### src/dclt_pkg.sv
// Shared types and constants for the dual-controller character LCD terminal.
package dclt_pkg;
   localparam int COLS_DEF = 40;
   localparam int COL_W = 6;
   localparam int CSR_IDX_W = 3;
   localparam int TDATA_W = 72;

   localparam logic [CSR_IDX_W-1:0] CSR_CLEAR = 3'd0;
   localparam logic [CSR_IDX_W-1:0] CSR_HOME = 3'd1;
   localparam logic [CSR_IDX_W-1:0] CSR_DON = 3'd2;
   localparam logic [CSR_IDX_W-1:0] CSR_DCUR = 3'd3;
   localparam logic [CSR_IDX_W-1:0] CSR_SL = 3'd4;

   localparam logic [7:0] CH_CR = 8'h0D;
   localparam logic [7:0] CH_LF = 8'h0A;
   localparam logic [7:0] CH_LO = 8'h20;
   localparam logic [7:0] CH_HI = 8'h7F;
   localparam logic [7:0] SET_ADDR = 8'h80;

   typedef enum logic [2:0] {
      OP_NONE, OP_CLEAR, OP_RET, OP_NL, OP_PRINT
   } op_type;

   typedef struct packed {
      op_type     op;
      logic [7:0] ch;
   } q_item_type;
endpackage

### src/dclt_ram.sv
// Generic single-write, single-read RAM with registered read data.
module dclt_ram #(
   parameter int WIDTH = 7,
   parameter int DEPTH = 160
) (
   input  logic                     clock,
   input  logic                     we,
   input  logic [$clog2(DEPTH)-1:0] waddr,
   input  logic [WIDTH-1:0]         wdata,
   input  logic                     re,
   input  logic [$clog2(DEPTH)-1:0] raddr,
   output logic [WIDTH-1:0]         rdata
);
   logic [WIDTH-1:0] mem [DEPTH];

   always_ff @(posedge clock) begin
      if (we) begin
         mem[waddr] <= wdata;
      end
      if (re) begin
         rdata <= mem[raddr];
      end
   end
endmodule

### src/dclt_front.sv
// Front end: accepts input items, classifies them and queues the operations.
module dclt_front (
   input  logic                 clock,
   input  logic                 reset,
   input  logic                 req_tvalid,
   output logic                 req_tready,
   input  logic [7:0]           req_tdata,
   input  logic                 req_tuser,
   output logic                 q_valid,
   output dclt_pkg::q_item_type q_item,
   input  logic                 q_pop
);
   import dclt_pkg::*;

   q_item_type entry_ff [2];
   logic       wptr_ff, wptr_in, rptr_ff, rptr_in;
   logic [1:0] cnt_ff, cnt_in;
   op_type     op;
   logic       push;

   always_comb begin
      if (req_tuser) begin
         op = OP_CLEAR;
      end else if (req_tdata == CH_CR) begin
         op = OP_RET;
      end else if (req_tdata == CH_LF) begin
         op = OP_NL;
      end else if (req_tdata inside {[CH_LO : CH_HI - 8'd1]}) begin
         op = OP_PRINT;
      end else begin
         op = OP_NONE;
      end
   end

   assign req_tready = (cnt_ff != 2'd2);
   assign push = req_tvalid && req_tready && (op != OP_NONE);
   assign q_valid = (cnt_ff != 2'd0);
   assign q_item = entry_ff[rptr_ff];

   always_comb begin
      wptr_in = wptr_ff ^ push;
      rptr_in = rptr_ff ^ q_pop;
      cnt_in = cnt_ff + {1'b0, push} - {1'b0, q_pop};
   end

   always_ff @(posedge clock) begin
      if (push) begin
         entry_ff[wptr_ff] <= '{op: op, ch: req_tdata};
      end
      if (reset) begin
         wptr_ff <= 1'b0;
         rptr_ff <= 1'b0;
         cnt_ff <= 2'd0;
      end else begin
         wptr_ff <= wptr_in;
         rptr_ff <= rptr_in;
         cnt_ff <= cnt_in;
      end
   end
endmodule

### src/dclt_back.sv
// Back end: cursor, text shadow, command sequencer, redraw scan and output register.
module dclt_back #(
   parameter int COLS = dclt_pkg::COLS_DEF
) (
   input  logic                           clock,
   input  logic                           reset,
   input  logic                           q_valid,
   input  dclt_pkg::q_item_type           q_item,
   output logic                           q_pop,
   input  logic                           csr_we,
   input  logic [dclt_pkg::CSR_IDX_W-1:0] csr_index,
   input  logic [7:0]                     csr_wdata,
   output logic                           rsp_tvalid,
   input  logic                           rsp_tready,
   output logic [dclt_pkg::TDATA_W-1:0]   rsp_tdata,
   output logic                           rsp_tlast
);
   import dclt_pkg::*;

   localparam int DEPTH = 4 * COLS;
   localparam int ADDR_W = $clog2(DEPTH);

   typedef enum logic [3:0] {
      ST_IDLE = 4'b0001, ST_CMD = 4'b0010, ST_RD = 4'b0100, ST_PK = 4'b1000
   } state_type;

   typedef enum logic [3:0] {
      SQ_CLEAR, SQ_RET, SQ_PRINT, SQ_ROW1, SQ_ROW2, SQ_ROW3, SQ_SCROLL, SQ_SL0, SQ_SL1
   } seq_type;

   logic [7:0] clr_ff, home_ff, don_ff, dcur_ff, sl_ff;

   state_type  state_ff, state_in;
   seq_type    seq_ff, seq_in;
   logic [2:0] k_ff, k_in;
   logic [1:0] row_ff, row_in, base_ff, base_in;
   logic [COL_W-1:0] col_ff, col_in, scol_ff, scol_in;
   logic [1:0] srow_ff, srow_in;
   logic       chg_ff, chg_in, ctl_ff, ctl_in;
   logic [7:0] ch_ff, ch_in;
   logic [2:0] nr_ff, nr_in;
   logic [DEPTH-1:0] valid_ff, valid_in;
   logic [ADDR_W-1:0] vidx_ff, vidx_in;
   logic [63:0] acc_ff, acc_in;
   logic [3:0]  cnt_ff, cnt_in;

   logic        ov_ff, ov_in, oc_ff, oc_in, od_ff, od_in, ol_ff, ol_in;
   logic [3:0]  on_ff, on_in;
   logic [63:0] opay_ff, opay_in;

   logic        out_free;
   logic        b_ctl, b_end, b_final;
   logic [7:0]  b_cmd;
   logic        ram_we, ram_re;
   logic [ADDR_W-1:0] ram_waddr, ram_raddr;
   logic [6:0]  ram_rdata;
   logic        clr_row_en;
   logic [1:0]  clr_row;
   logic [7:0]  pk_ch;
   logic [63:0] pk_acc;
   logic [3:0]  pk_cnt;
   logic        pk_emit, pk_lastcol;
   logic [2:0]  nr_tmp;

   function automatic seq_type row_seq(input logic [2:0] r);
      case (r)
         3'd1: row_seq = SQ_ROW1;
         3'd2: row_seq = SQ_ROW2;
         3'd3: row_seq = SQ_ROW3;
         default: row_seq = SQ_SCROLL;
      endcase
   endfunction

   function automatic logic [ADDR_W-1:0] addr_of(input logic [1:0] prow,
                                                  input logic [COL_W-1:0] c);
      addr_of = ADDR_W'(prow * COLS) + ADDR_W'(c);
   endfunction

   dclt_ram #(.WIDTH(7), .DEPTH(DEPTH)) u_shadow (
      .clock (clock),
      .we    (ram_we),
      .waddr (ram_waddr),
      .wdata (q_item.ch[6:0]),
      .re    (ram_re),
      .raddr (ram_raddr),
      .rdata (ram_rdata)
   );

   assign out_free = !ov_ff || rsp_tready;
   assign rsp_tvalid = ov_ff;
   assign rsp_tlast = ol_ff;
   assign rsp_tdata = {2'b00, opay_ff, on_ff, od_ff, oc_ff};

   // command beat table
   always_comb begin
      b_ctl = 1'b0;
      b_cmd = clr_ff;
      b_end = 1'b1;
      case (seq_ff)
         SQ_CLEAR: begin
            b_ctl = (k_ff >= 3'd3);
            b_end = (k_ff == 3'd5);
            case (k_ff)
               3'd0, 3'd3: b_cmd = clr_ff;
               3'd1, 3'd4: b_cmd = home_ff;
               3'd2: b_cmd = dcur_ff;
               default: b_cmd = don_ff;
            endcase
         end
         SQ_RET: begin
            b_ctl = ctl_ff;
            b_cmd = home_ff;
         end
         SQ_PRINT: begin
            b_ctl = ctl_ff;
            b_cmd = ch_ff;
         end
         SQ_ROW1: b_cmd = sl_ff;
         SQ_ROW2: begin
            b_ctl = (k_ff != 3'd0);
            b_end = (k_ff == 3'd2);
            case (k_ff)
               3'd0: b_cmd = don_ff;
               3'd1: b_cmd = dcur_ff;
               default: b_cmd = SET_ADDR + 8'(col_ff);
            endcase
         end
         SQ_ROW3: begin
            b_ctl = 1'b1;
            b_cmd = sl_ff;
         end
         SQ_SCROLL: begin
            b_ctl = k_ff[0];
            b_end = (k_ff == 3'd3);
            b_cmd = k_ff[1] ? home_ff : clr_ff;
         end
         SQ_SL0: b_cmd = sl_ff;
         SQ_SL1: begin
            b_ctl = 1'b1;
            b_cmd = sl_ff;
         end
         default: ;
      endcase
      b_final = !((seq_ff == SQ_PRINT) && chg_ff) && (seq_ff != SQ_SCROLL)
                && (seq_ff != SQ_SL0);
   end

   // redraw packing
   always_comb begin
      pk_ch = valid_ff[vidx_ff] ? {1'b0, ram_rdata} : 8'd0;
      pk_acc = acc_ff | ({56'd0, pk_ch} << {cnt_ff[2:0], 3'b000});
      pk_cnt = cnt_ff + {3'd0, (pk_ch != 8'd0)};
      pk_lastcol = (scol_ff == COL_W'(COLS - 1));
      pk_emit = (pk_cnt == 4'd8) || (pk_lastcol && pk_cnt != 4'd0);
   end

   always_comb begin
      state_in = state_ff;
      seq_in = seq_ff;
      k_in = k_ff;
      row_in = row_ff;
      col_in = col_ff;
      base_in = base_ff;
      chg_in = chg_ff;
      ctl_in = ctl_ff;
      ch_in = ch_ff;
      nr_in = nr_ff;
      srow_in = srow_ff;
      scol_in = scol_ff;
      vidx_in = vidx_ff;
      acc_in = acc_ff;
      cnt_in = cnt_ff;
      valid_in = valid_ff;
      ov_in = ov_ff && !rsp_tready;
      oc_in = oc_ff;
      od_in = od_ff;
      on_in = on_ff;
      opay_in = opay_ff;
      ol_in = ol_ff;
      q_pop = 1'b0;
      ram_we = 1'b0;
      ram_waddr = addr_of(row_ff + base_ff, col_ff);
      ram_re = 1'b0;
      ram_raddr = addr_of(srow_ff + base_ff, scol_ff);
      clr_row_en = 1'b0;
      clr_row = base_ff;
      nr_tmp = {1'b0, row_ff} + 3'd1;

      case (state_ff)
         ST_IDLE: begin
            if (q_valid) begin
               q_pop = 1'b1;
               state_in = ST_CMD;
               k_in = 3'd0;
               ctl_in = row_ff[1];
               ch_in = q_item.ch;
               case (q_item.op)
                  OP_CLEAR: begin
                     seq_in = SQ_CLEAR;
                     row_in = 2'd0;
                     col_in = '0;
                     valid_in = '0;
                  end
                  OP_RET: begin
                     seq_in = SQ_RET;
                     col_in = '0;
                  end
                  OP_PRINT: begin
                     seq_in = SQ_PRINT;
                     ram_we = 1'b1;
                     valid_in[ram_waddr] = 1'b1;
                     if (col_ff == COL_W'(COLS - 1)) begin
                        col_in = '0;
                        chg_in = 1'b1;
                        nr_in = nr_tmp;
                        row_in = nr_tmp[1:0];
                        if (nr_tmp == 3'd4) begin
                           row_in = 2'd3;
                           base_in = base_ff + 2'd1;
                           clr_row_en = 1'b1;
                        end
                     end else begin
                        col_in = col_ff + COL_W'(1);
                        chg_in = 1'b0;
                     end
                  end
                  default: begin
                     seq_in = row_seq(nr_tmp);
                     row_in = nr_tmp[1:0];
                     if (nr_tmp == 3'd4) begin
                        row_in = 2'd3;
                        col_in = '0;
                        base_in = base_ff + 2'd1;
                        clr_row_en = 1'b1;
                     end
                  end
               endcase
            end
         end
         ST_CMD: begin
            if (out_free) begin
               ov_in = 1'b1;
               oc_in = b_ctl;
               od_in = (seq_ff == SQ_PRINT);
               on_in = 4'd1;
               opay_in = {56'd0, b_cmd};
               ol_in = b_end && b_final;
               k_in = k_ff + 3'd1;
               if (b_end) begin
                  k_in = 3'd0;
                  scol_in = '0;
                  acc_in = '0;
                  cnt_in = '0;
                  case (seq_ff)
                     SQ_PRINT: begin
                        if (chg_ff) begin
                           seq_in = row_seq(nr_ff);
                        end else begin
                           state_in = ST_IDLE;
                        end
                     end
                     SQ_SCROLL: begin
                        state_in = ST_RD;
                        srow_in = 2'd0;
                     end
                     SQ_SL0: begin
                        state_in = ST_RD;
                        srow_in = 2'd1;
                     end
                     default: state_in = ST_IDLE;
                  endcase
               end
            end
         end
         ST_RD: begin
            ram_re = 1'b1;
            vidx_in = ram_raddr;
            state_in = ST_PK;
         end
         ST_PK: begin
            if (!pk_emit || out_free) begin
               if (pk_emit) begin
                  ov_in = 1'b1;
                  oc_in = srow_ff[1];
                  od_in = 1'b1;
                  on_in = pk_cnt;
                  opay_in = pk_acc;
                  ol_in = 1'b0;
                  acc_in = '0;
                  cnt_in = '0;
               end else begin
                  acc_in = pk_acc;
                  cnt_in = pk_cnt;
               end
               if (pk_lastcol) begin
                  scol_in = '0;
                  case (srow_ff)
                     2'd0: begin
                        state_in = ST_CMD;
                        seq_in = SQ_SL0;
                     end
                     2'd1: begin
                        state_in = ST_RD;
                        srow_in = 2'd2;
                     end
                     default: begin
                        state_in = ST_CMD;
                        seq_in = SQ_SL1;
                     end
                  endcase
               end else begin
                  scol_in = scol_ff + COL_W'(1);
                  state_in = ST_RD;
               end
            end
         end
         default: state_in = ST_IDLE;
      endcase

      for (int r = 0; r < 4; r++) begin
         for (int c = 0; c < COLS; c++) begin
            if (clr_row_en && clr_row == 2'(r)) begin
               valid_in[r * COLS + c] = 1'b0;
            end
         end
      end
   end

   always_ff @(posedge clock) begin
      seq_ff <= seq_in;
      k_ff <= k_in;
      chg_ff <= chg_in;
      ctl_ff <= ctl_in;
      ch_ff <= ch_in;
      nr_ff <= nr_in;
      srow_ff <= srow_in;
      scol_ff <= scol_in;
      vidx_ff <= vidx_in;
      acc_ff <= acc_in;
      cnt_ff <= cnt_in;
      oc_ff <= oc_in;
      od_ff <= od_in;
      on_ff <= on_in;
      opay_ff <= opay_in;
      ol_ff <= ol_in;
      if (reset) begin
         state_ff <= ST_IDLE;
         row_ff <= 2'd0;
         col_ff <= '0;
         base_ff <= 2'd0;
         valid_ff <= '0;
         ov_ff <= 1'b0;
         clr_ff <= 8'h01;
         home_ff <= 8'h02;
         don_ff <= 8'h0C;
         dcur_ff <= 8'h0F;
         sl_ff <= 8'hA8;
      end else begin
         state_ff <= state_in;
         row_ff <= row_in;
         col_ff <= col_in;
         base_ff <= base_in;
         valid_ff <= valid_in;
         ov_ff <= ov_in;
         if (csr_we) begin
            case (csr_index)
               CSR_CLEAR: clr_ff <= csr_wdata;
               CSR_HOME: home_ff <= csr_wdata;
               CSR_DON: don_ff <= csr_wdata;
               CSR_DCUR: dcur_ff <= csr_wdata;
               CSR_SL: sl_ff <= csr_wdata;
               default: ;
            endcase
         end
      end
   end
endmodule

### src/dual_controller_char_lcd_terminal.sv
// Character stream to write beats for a 40x4 LCD driven by two controllers.
// An item is popped in the idle state; its command beats are issued from the command state
// through the output register, and the next item is not popped until all of them are issued.
// A scroll redraws three rows through the shadow RAM read port, each cell passing through a
// read state and a pack state; output back-pressure can stall the redraw.
// Reset: cursor at row 0 column 0, shadow empty, registers at defaults, queue empty.
module dual_controller_char_lcd_terminal #(
   parameter int COLS = dclt_pkg::COLS_DEF
) (
   input  logic                           clock,
   input  logic                           reset,
   input  logic                           req_tvalid,
   output logic                           req_tready,
   input  logic [7:0]                     req_tdata,  // char_code
   input  logic                           req_tuser,  // kind
   output logic                           rsp_tvalid,
   input  logic                           rsp_tready,
   // controller, is_data, byte_count[3:0], payload[63:0], pad
   output logic [dclt_pkg::TDATA_W-1:0]   rsp_tdata,
   output logic                           rsp_tlast,
   input  logic                           csr_we,
   input  logic [dclt_pkg::CSR_IDX_W-1:0] csr_index,
   input  logic [7:0]                     csr_wdata
);
   import dclt_pkg::*;

   logic       q_valid, q_pop;
   q_item_type q_item;

   dclt_front u_front (
      .clock      (clock),
      .reset      (reset),
      .req_tvalid (req_tvalid),
      .req_tready (req_tready),
      .req_tdata  (req_tdata),
      .req_tuser  (req_tuser),
      .q_valid    (q_valid),
      .q_item     (q_item),
      .q_pop      (q_pop)
   );

   dclt_back #(.COLS(COLS)) u_back (
      .clock      (clock),
      .reset      (reset),
      .q_valid    (q_valid),
      .q_item     (q_item),
      .q_pop      (q_pop),
      .csr_we     (csr_we),
      .csr_index  (csr_index),
      .csr_wdata  (csr_wdata),
      .rsp_tvalid (rsp_tvalid),
      .rsp_tready (rsp_tready),
      .rsp_tdata  (rsp_tdata),
      .rsp_tlast  (rsp_tlast)
   );
endmodule
### config.mk
export PLATFORM = sky130hd
export DESIGN_NAME = dual_controller_char_lcd_terminal
export DESIGN_NICKNAME = d
export VERILOG_FILES = /design/src/dclt_pkg.sv /design/src/dclt_ram.sv /design/src/dclt_front.sv /design/src/dclt_back.sv /design/src/dual_controller_char_lcd_terminal.sv
export SDC_FILE = /design/constraint.sdc
export NUM_CORES = 2
export LEC_CHECK = 0
export CORE_MARGIN = 5
export CORE_UTILIZATION = 55
export CTS_CLUSTER_DIAMETER = 50
export DETAILED_ROUTE_END_ITERATION = 6
export DONT_BUFFER_PORTS = 1
export PLACE_DENSITY_LB_ADDON = 0.2
export SYNTH_ARGS = -nofsm -noshare
export SYNTH_HDL_FRONTEND = slang
export SYNTH_SLANG_ARGS = --single-unit
### constraint.sdc
create_clock -name clock -period 9.3 [get_ports clock]
set_clock_uncertainty 0.05 [all_clocks]
set_input_delay 0.93 -clock clock [delete_from_list [all_inputs] [get_ports clock]]
set_output_delay 0.93 -clock clock [all_outputs]
set_load 0.01 [all_outputs]
* Yosys cells after proc, flatten, opt, wreduce, memory -nomap -nowiden
Memory sizes are Yosys's and may differ from the RTL's. A register that Yosys moved wholly into a read port is not among the register bits.
Cells that the tools add are included.
** Cells by class
- $add $sub $neg :: 13
- Shift operators :: 1
- Magnitude comparators :: 6
- Reduce and logical (&&, ||, !) cells :: 65
- Bitwise logic cells :: 6
- Multiply operators :: 2
- Equal/unequal tests :: 56
- Multiplexer cells :: 113
** Operator list (count)
- two-way mux 64 bit :: 7
- one-hot mux 160 bit (2 select lines) :: 1
- one-hot mux 64 bit (2 select lines) :: 2
- bitwise OR 160 bit :: 1
- two-way mux 4 bit :: 19
- bitwise OR 64 bit :: 1
- << shifter 8 x 6 -> 64 bit :: 1
- one-hot mux 8 bit (6 select lines) :: 1
- two-way mux 6 bit :: 6
- one-hot mux 4 bit (2 select lines) :: 4
- two-way mux 1 bit :: 30
- equality test 3 x 2 -> 1 bit (second input constant) :: 9
- two-way mux 3 bit :: 9
- one-hot mux 4 bit (3 select lines) :: 2
- one-hot mux 6 bit (2 select lines) :: 2
- one-hot mux 8 bit (3 select lines) :: 1
- equality test 4 x 3 -> 1 bit (second input constant) :: 5
- AND reduction 4 bit :: 5
- OR reduction 2 bit :: 10
- less-than comparator 8 x 9 -> 1 bit (second input constant) :: 2
- two-way mux 2 bit :: 9
- one-hot mux 3 bit (3 select lines) :: 2
- adder 8 x 6 -> 8 bit :: 2
- equality test 8 x 4 -> 1 bit (second input constant) :: 2
- other kinds (57) :: 129
** Storage, ports and cells
- Output and inout port bits :: 75
- Register bits after elaboration :: 394
- Input port bits :: 25
- Logic and storage cells :: 297
- Bits in writable memories :: 1142
- Memories kept :: 2
** Memories
- u_back.u_shadow.mem :: words 160, bits a word 7, read ports 1, clocked after Yosys merged registers in 1, write ports 1, line dclt_ram.sv:14 : logic [WIDTH-1:0] mem [DEPTH];
- u_front.entry_ff :: words 2, bits a word 11, read ports 1, clocked after Yosys merged registers in 1, write ports 1, line dclt_front.sv:15 : q_item_type entry_ff [2];

* Logic depth before layout (Yosys ltp)
- Word-level depth :: 12
- Mapped depth :: 23
- Depth with buffers taken out :: 16

* Cells and area by module
From an unflattened synthesis, not the netlist that was laid out.
** Second synthesis, totals
- Cells, all modules :: 4244
- Area total of the unflattened synthesis :: 63843.7 sq um
** By module, submodules not included
- dclt_ram :: cells an instance 2393, seq. area each 33842.5 sq um, times used 1, area an instance 44988.1 sq um
- dclt_back :: cells an instance 1781, seq. area each 9108.7 sq um, times used 1, area an instance 17750.8 sq um
- dclt_front :: cells an instance 70, seq. area each 740.7 sq um, times used 1, area an instance 1104.8 sq um

* Worst setup path before layout
OpenSTA, ideal clock, no wires.
- Path type :: flip-flop to flip-flop
- Start :: register u_back.vidx_ff[1]
- End :: register u_back.oc_ff, enable pin
- Period minus slack after synthesis :: 9.214 ns
- Data arrival time :: 8.599 ns
- Stages on the path, launching flop included :: 21
- Setup time :: 0.565 ns
- Path slack :: 0.086 ns
- Cell sequence :: edfxtp_1 > buf_2 > buf_4 > mux4_2 > mux4_2 > nand2_1 > o21ai_1 > nand3_1 > and4_1 > buf_2 > buf_2 > a21oi_1 > ha_1 > ha_1 > xnor2_1 > nor3b_1 > mux2i_1 > nor2_1 > clkbuf_1 > buf_1 > nor3_1
** Between the ends
- Longest elaborated chain between the ends :: 12
** RTL lines
- start: declaration :: line dclt_back.sv:43 : logic [ADDR_W-1:0] vidx_ff, vidx_in;
- start signal: assignment :: line dclt_back.sv:338 : vidx_ff <= vidx_in;
- binary-select mux 1 bit (select 8 bit) * :: line dclt_back.sv:150 : pk_ch = valid_ff[vidx_ff] ? {1'b0, ram_rdata} : 8'd0;
- two-way mux 1 bit (not written as such) * :: line dclt_back.sv:150
- two-way mux 7 bit * :: line dclt_back.sv:150
- nonzero test 8 bit * :: line dclt_back.sv:152 : pk_cnt = cnt_ff + {3'd0, (pk_ch != 8'd0)};
- adder 4 x 1 -> 4 bit * :: line dclt_back.sv:152
- nonzero test 4 bit :: line dclt_back.sv:154 : pk_emit = (pk_cnt == 4'd8) || (pk_lastcol && pk_cnt != 4'd0);
- logical AND 1 bit :: line dclt_back.sv:154
- logical OR 1 bit * :: line dclt_back.sv:154
- zero test 1 bit :: line dclt_back.sv:281 : if (!pk_emit || out_free) begin
- logical OR 1 bit :: line dclt_back.sv:281
- != test 2 x 1 -> 1 bit (no source line)
- AND reduction 4 bit (no source line) *
- end signal: assignment :: line dclt_back.sv:341 : oc_ff <= oc_in;
- end: declaration :: line dclt_back.sv:47 : logic ov_ff, ov_in, oc_ff, oc_in, od_ff, od_in, ol_ff, ol_in;
Every way passes the cells marked *; elsewhere a longest branch is shown, timed or not. The select of a mux whose other input is x is not followed.
A chain may end at the register's enable or synchronous reset.

* Final worst setup path
- Start :: register u_back.vidx_ff[1]
- End :: register u_back.acc_ff[59], enable pin
** Between the ends
- Longest elaborated chain between the ends :: 12
** RTL lines
- binary-select mux 1 bit (select 8 bit) * :: line dclt_back.sv:150
- two-way mux 1 bit (not written as such) * :: line dclt_back.sv:150
- two-way mux 7 bit * :: line dclt_back.sv:150
- nonzero test 8 bit * :: line dclt_back.sv:152
- adder 4 x 1 -> 4 bit * :: line dclt_back.sv:152
- nonzero test 4 bit :: line dclt_back.sv:154
- logical AND 1 bit :: line dclt_back.sv:154
- logical OR 1 bit * :: line dclt_back.sv:154
- zero test 1 bit * :: line dclt_back.sv:281
- logical OR 1 bit * :: line dclt_back.sv:281
- != test 2 x 1 -> 1 bit (no source line) *
- AND reduction 4 bit (no source line) *
- end signal: assignment :: line dclt_back.sv:339 : acc_ff <= acc_in;
- end: declaration :: line dclt_back.sv:44 : logic [63:0] acc_ff, acc_in;
Marked as above.

==> results.md <==
- Total gr overflow: 0
- Die height: between 300 and 400 um
- Cells after Synth: 3644
- Share of cells above drive strength 1: between 10% and 20%
- Setup slack, reg-to-reg: 2.42 ns
- VDD IR max: 0.000198 V
- Post-synth EDFFs: 1309
- Hold buffers post-CTS: 0
- Antenna Nets Post-Route: 0
- Worst Hold Class: primary input to flip-flop
- Slew Viols, Final: 0
- Endpoint type of the worst setup path: flip-flop
- Final TNS setup: 0 ns
- Fin crit period: 6.88 ns
- CP max FO: 57
- Ys Warns: 0
- Largest net degree at the start of global routing: 122
- DR WL/cell: 27.1 um
- Die width: ~340 um
- Worst Max-Slew Pin Slew: between 1 and 1.5 ns
- Diode count: 0
- Final HPWL DP: 86800 um
- Yosys cell types: approximately 70
- Total GRT Usage: 23.9%
- Core Util, Final: 61.2%
- Post-Synthesis Cell Area: 61600 sq um
- Row count: roughly 120
- RSZ-0062 raised after global routing: no
- Post-CTS setup buffers: 0
- DIE AREA: 119000 sq um
- CP arrival: between 7 and 8 ns
- Cts bufs inserted: between 150 and 200
- Static Leak: ~21 nW
- Required @ worst endpoint: roughly 9.6 ns
- Period Utilization, post-route: 73.9%
- CTS sink cnt: approximately 1500
- Final Hold Vio Count: 0
- CP Class: flip-flop to flip-flop
- Initial Utilization: 55.5%
- Worst r2r dst: u_back.acc_ff[59]$_SDFFCE_PP0P_
- Most used DFF post-synth: edfxtp_1
- Area of the core region: approximately 110000 sq um
- Total power: 0.0164 W
- Final-layout fill cell count: 7871
- Final setup viols: 0
- Clk_lat worst skew: 0.75 ns
- Sequential share of the synthesized area: around 71%
- 1st-iter DRT viols: 3642
- Hold Slack: 0.213 ns
- Max-slew headroom: 20.3%
- Total wire length: 141000 um
- Failing checks: DRC
- Outcome: finished, violations left
- Cell depth of the worst flop-to-flop path: 18
- H-tree Lvls: 4
- Syn-to-layout area delta: 10.2%
- Root buf cell: clkbuf_16
- Synth Register Bits: 1528
- Routability cong.: 0.831
- Achievable frequency: 145 MHz
- Syn avg cell area: ~17 sq um
- Via density: between 6 and 7
- Boundary pin count: 100
- Power Dens Cells: 241 nW/um^2
- Leading cell type in the layout, fill and taps excluded: edfxtp_1
- Initial antenna violation count: 1
- DRC Markers: 5
- Vias in the first global route: 33000
- Commonest cells after routing, fill and taps aside: 1309 x edfxtp_1, 394 x mux4_2, 393 x nor2_1
- Max Cap Violations: 0
- Via count: 33300
- CTS tree: yes
- Pre-antenna DRT Iters: 7
- Reg clk slew, reported paths: 0.06 ns
- I/O Buffers: 0
- Launch point of the worst path: u_back.vidx_ff[1]$_DFFE_PP_
- Count of cells resized by post-cts repair: 0
- Reg2reg start: u_back.vidx_ff[1]$_DFFE_PP_
- Worst-case clock buffer depth: 3
- Nets: ~3700
- Global-route wire length before repair: 213000 um
- Synth async-reset ratio: 0%
- Critical Path End: u_back.acc_ff[59]$_SDFFCE_PP0P_
- Crit path launch type: flip-flop
==> metrics by stage <==
stage | setup slack [ns] | cells | area (sq um)
global route | 1.96 | 5219 | 67900
CTS | 2.42 | 5219 | 67900
global placement | 2.70 | 4925 | 62900
finish | 2.42 | 5219 | 67900
floorplan | 0.0856 | 3652 | 61600
detailed placement | 2.47 | 4926 | 62900
==> final cells by class <==
| class | count | area (sq um) | area share, % |
|---|---|---|---|
| clock buffer | 197 | 4200 | 6.19 |
| clock inverter | 96 | 853 | 1.26 |
| inverter | 35 | 134 | 0.197 |
| multi-input combinational | 1832 | 16800 | 24.8 |
| sequential | 1528 | 43700 | 64.3 |
| tap | 1488 | 1860 | 2.74 |
| timing repair buffer | 43 | 358 | 0.527 |
==> synth_stat cells, drive strengths merged (13+ instances only) <==
library cell	n	area share [%]
edfxtp	1309	64
nor2	396	2.4
mux4	394	14
a21oi	228	1.9
dfxtp	219	7.1
nand2	214	1.3
clkbuf	174	1.1
o21ai	99	0.80
nand3	87	0.71
buf	83	0.69
a32o	49	0.80
mux2i	45	0.74
ha	33	0.67
inv	33	0.20
and2	27	0.27
nor2b	23	0.23
nor3	21	0.19
xnor2	16	0.23
nand2b	13	0.13
==> power breakdown <==
part	switching, W	internal, W	leakage, nW
Clock	0.00261	0.00350	2.48
Sequential	0.000143	0.00793	13.6
Combinational	0.00146	0.000723	5.29
Total	0.00422	0.0122	21.3
==> sequential cells by signal (all words and copies together) (netlist names), 6 cells and up <==
signal,cells
u_back.home_ff,8
u_back.opay_ff,57
u_back.acc_ff,56
u_back.u_shadow.rdata,7
u_back.scol_ff,6
u_front.entry_ff,22
u_back.clr_ff,8
u_back.vidx_ff,8
u_back.don_ff,8
u_back.ch_ff,8
u_back.valid_ff,160
u_back.dcur_ff,8
u_back.sl_ff,8
u_back.u_shadow.mem,1120
u_back.col_ff,6
==> metal layers <==
layer | routed length, um | track usage [%] | vias up | share of wire [%]
met5 | 13 | 0 | - | 0.0092
met4 | 3140 | 6.19 | 2 | 2.2
met3 | 11500 | 4.92 | 246 | 8.1
met2 | 68900 | 38.5 | 1541 | 49
met1 | 57700 | 34.0 | 17200 | 41
li1 | - | - | 14300 | -
==> logic make-up (layout without fill, tap and decap cells) <==
group                    after synthesis  after routing  synth area share (%)
other                                  1              9               0.00609
adder cells (fa/ha/maj)               35             35                 0.735
multiplexers                         451            451                  15.4
XOR/XNOR                              22             22                 0.335
flip-flops                          1528           1528                  70.9
AO/OA/AOI/OAI                        466            466                  4.64
buffers and inverters                292            371                  1.96
AND/OR/NAND/NOR                      849            849                  6.06
==> worst min-delay path by stage <==
stage | from | to | depth (start not counted)
3_3_place_gp | u_back.valid_ff[4]$_SDFFE_PP0P_ | u_back.valid_ff[4]$_SDFFE_PP0P_ | 2
6_report | reset | u_back.rsp_tvalid$_SDFF_PP0_ | 1
4_1_cts | reset | u_front.wptr_ff$_SDFF_PP0_ | 1
3_5_place_dp | u_back.valid_ff[110]$_SDFFE_PP0P_ | u_back.valid_ff[110]$_SDFFE_PP0P_ | 2
5_1_grt | req_tdata[4] | u_front.entry_ff[0][4]$_DFFE_PP_ | 0
2_1_floorplan | u_back.valid_ff[100]$_SDFFE_PP0P_ | u_back.valid_ff[100]$_SDFFE_PP0P_ | 2
==> critical path: stages, from the launching register on <==
cell,delay [ns]
edfxtp_1,0.84
buf_4,0.43
mux4_2,0.54
mux4_2,0.48
nand2_1,0.09
o21ai_1,0.08
nand3_1,0.12
and4_2,0.23
buf_4,0.47
a21oi_1,0.10
ha_1,0.26
ha_1,0.23
xnor2_1,0.26
nor3b_1,0.37
mux2i_1,0.22
a21oi_1,0.27
nor2_1,0.14
nor2_4,0.69
buf_4,0.53
Power figures use the tool's default switching activity.
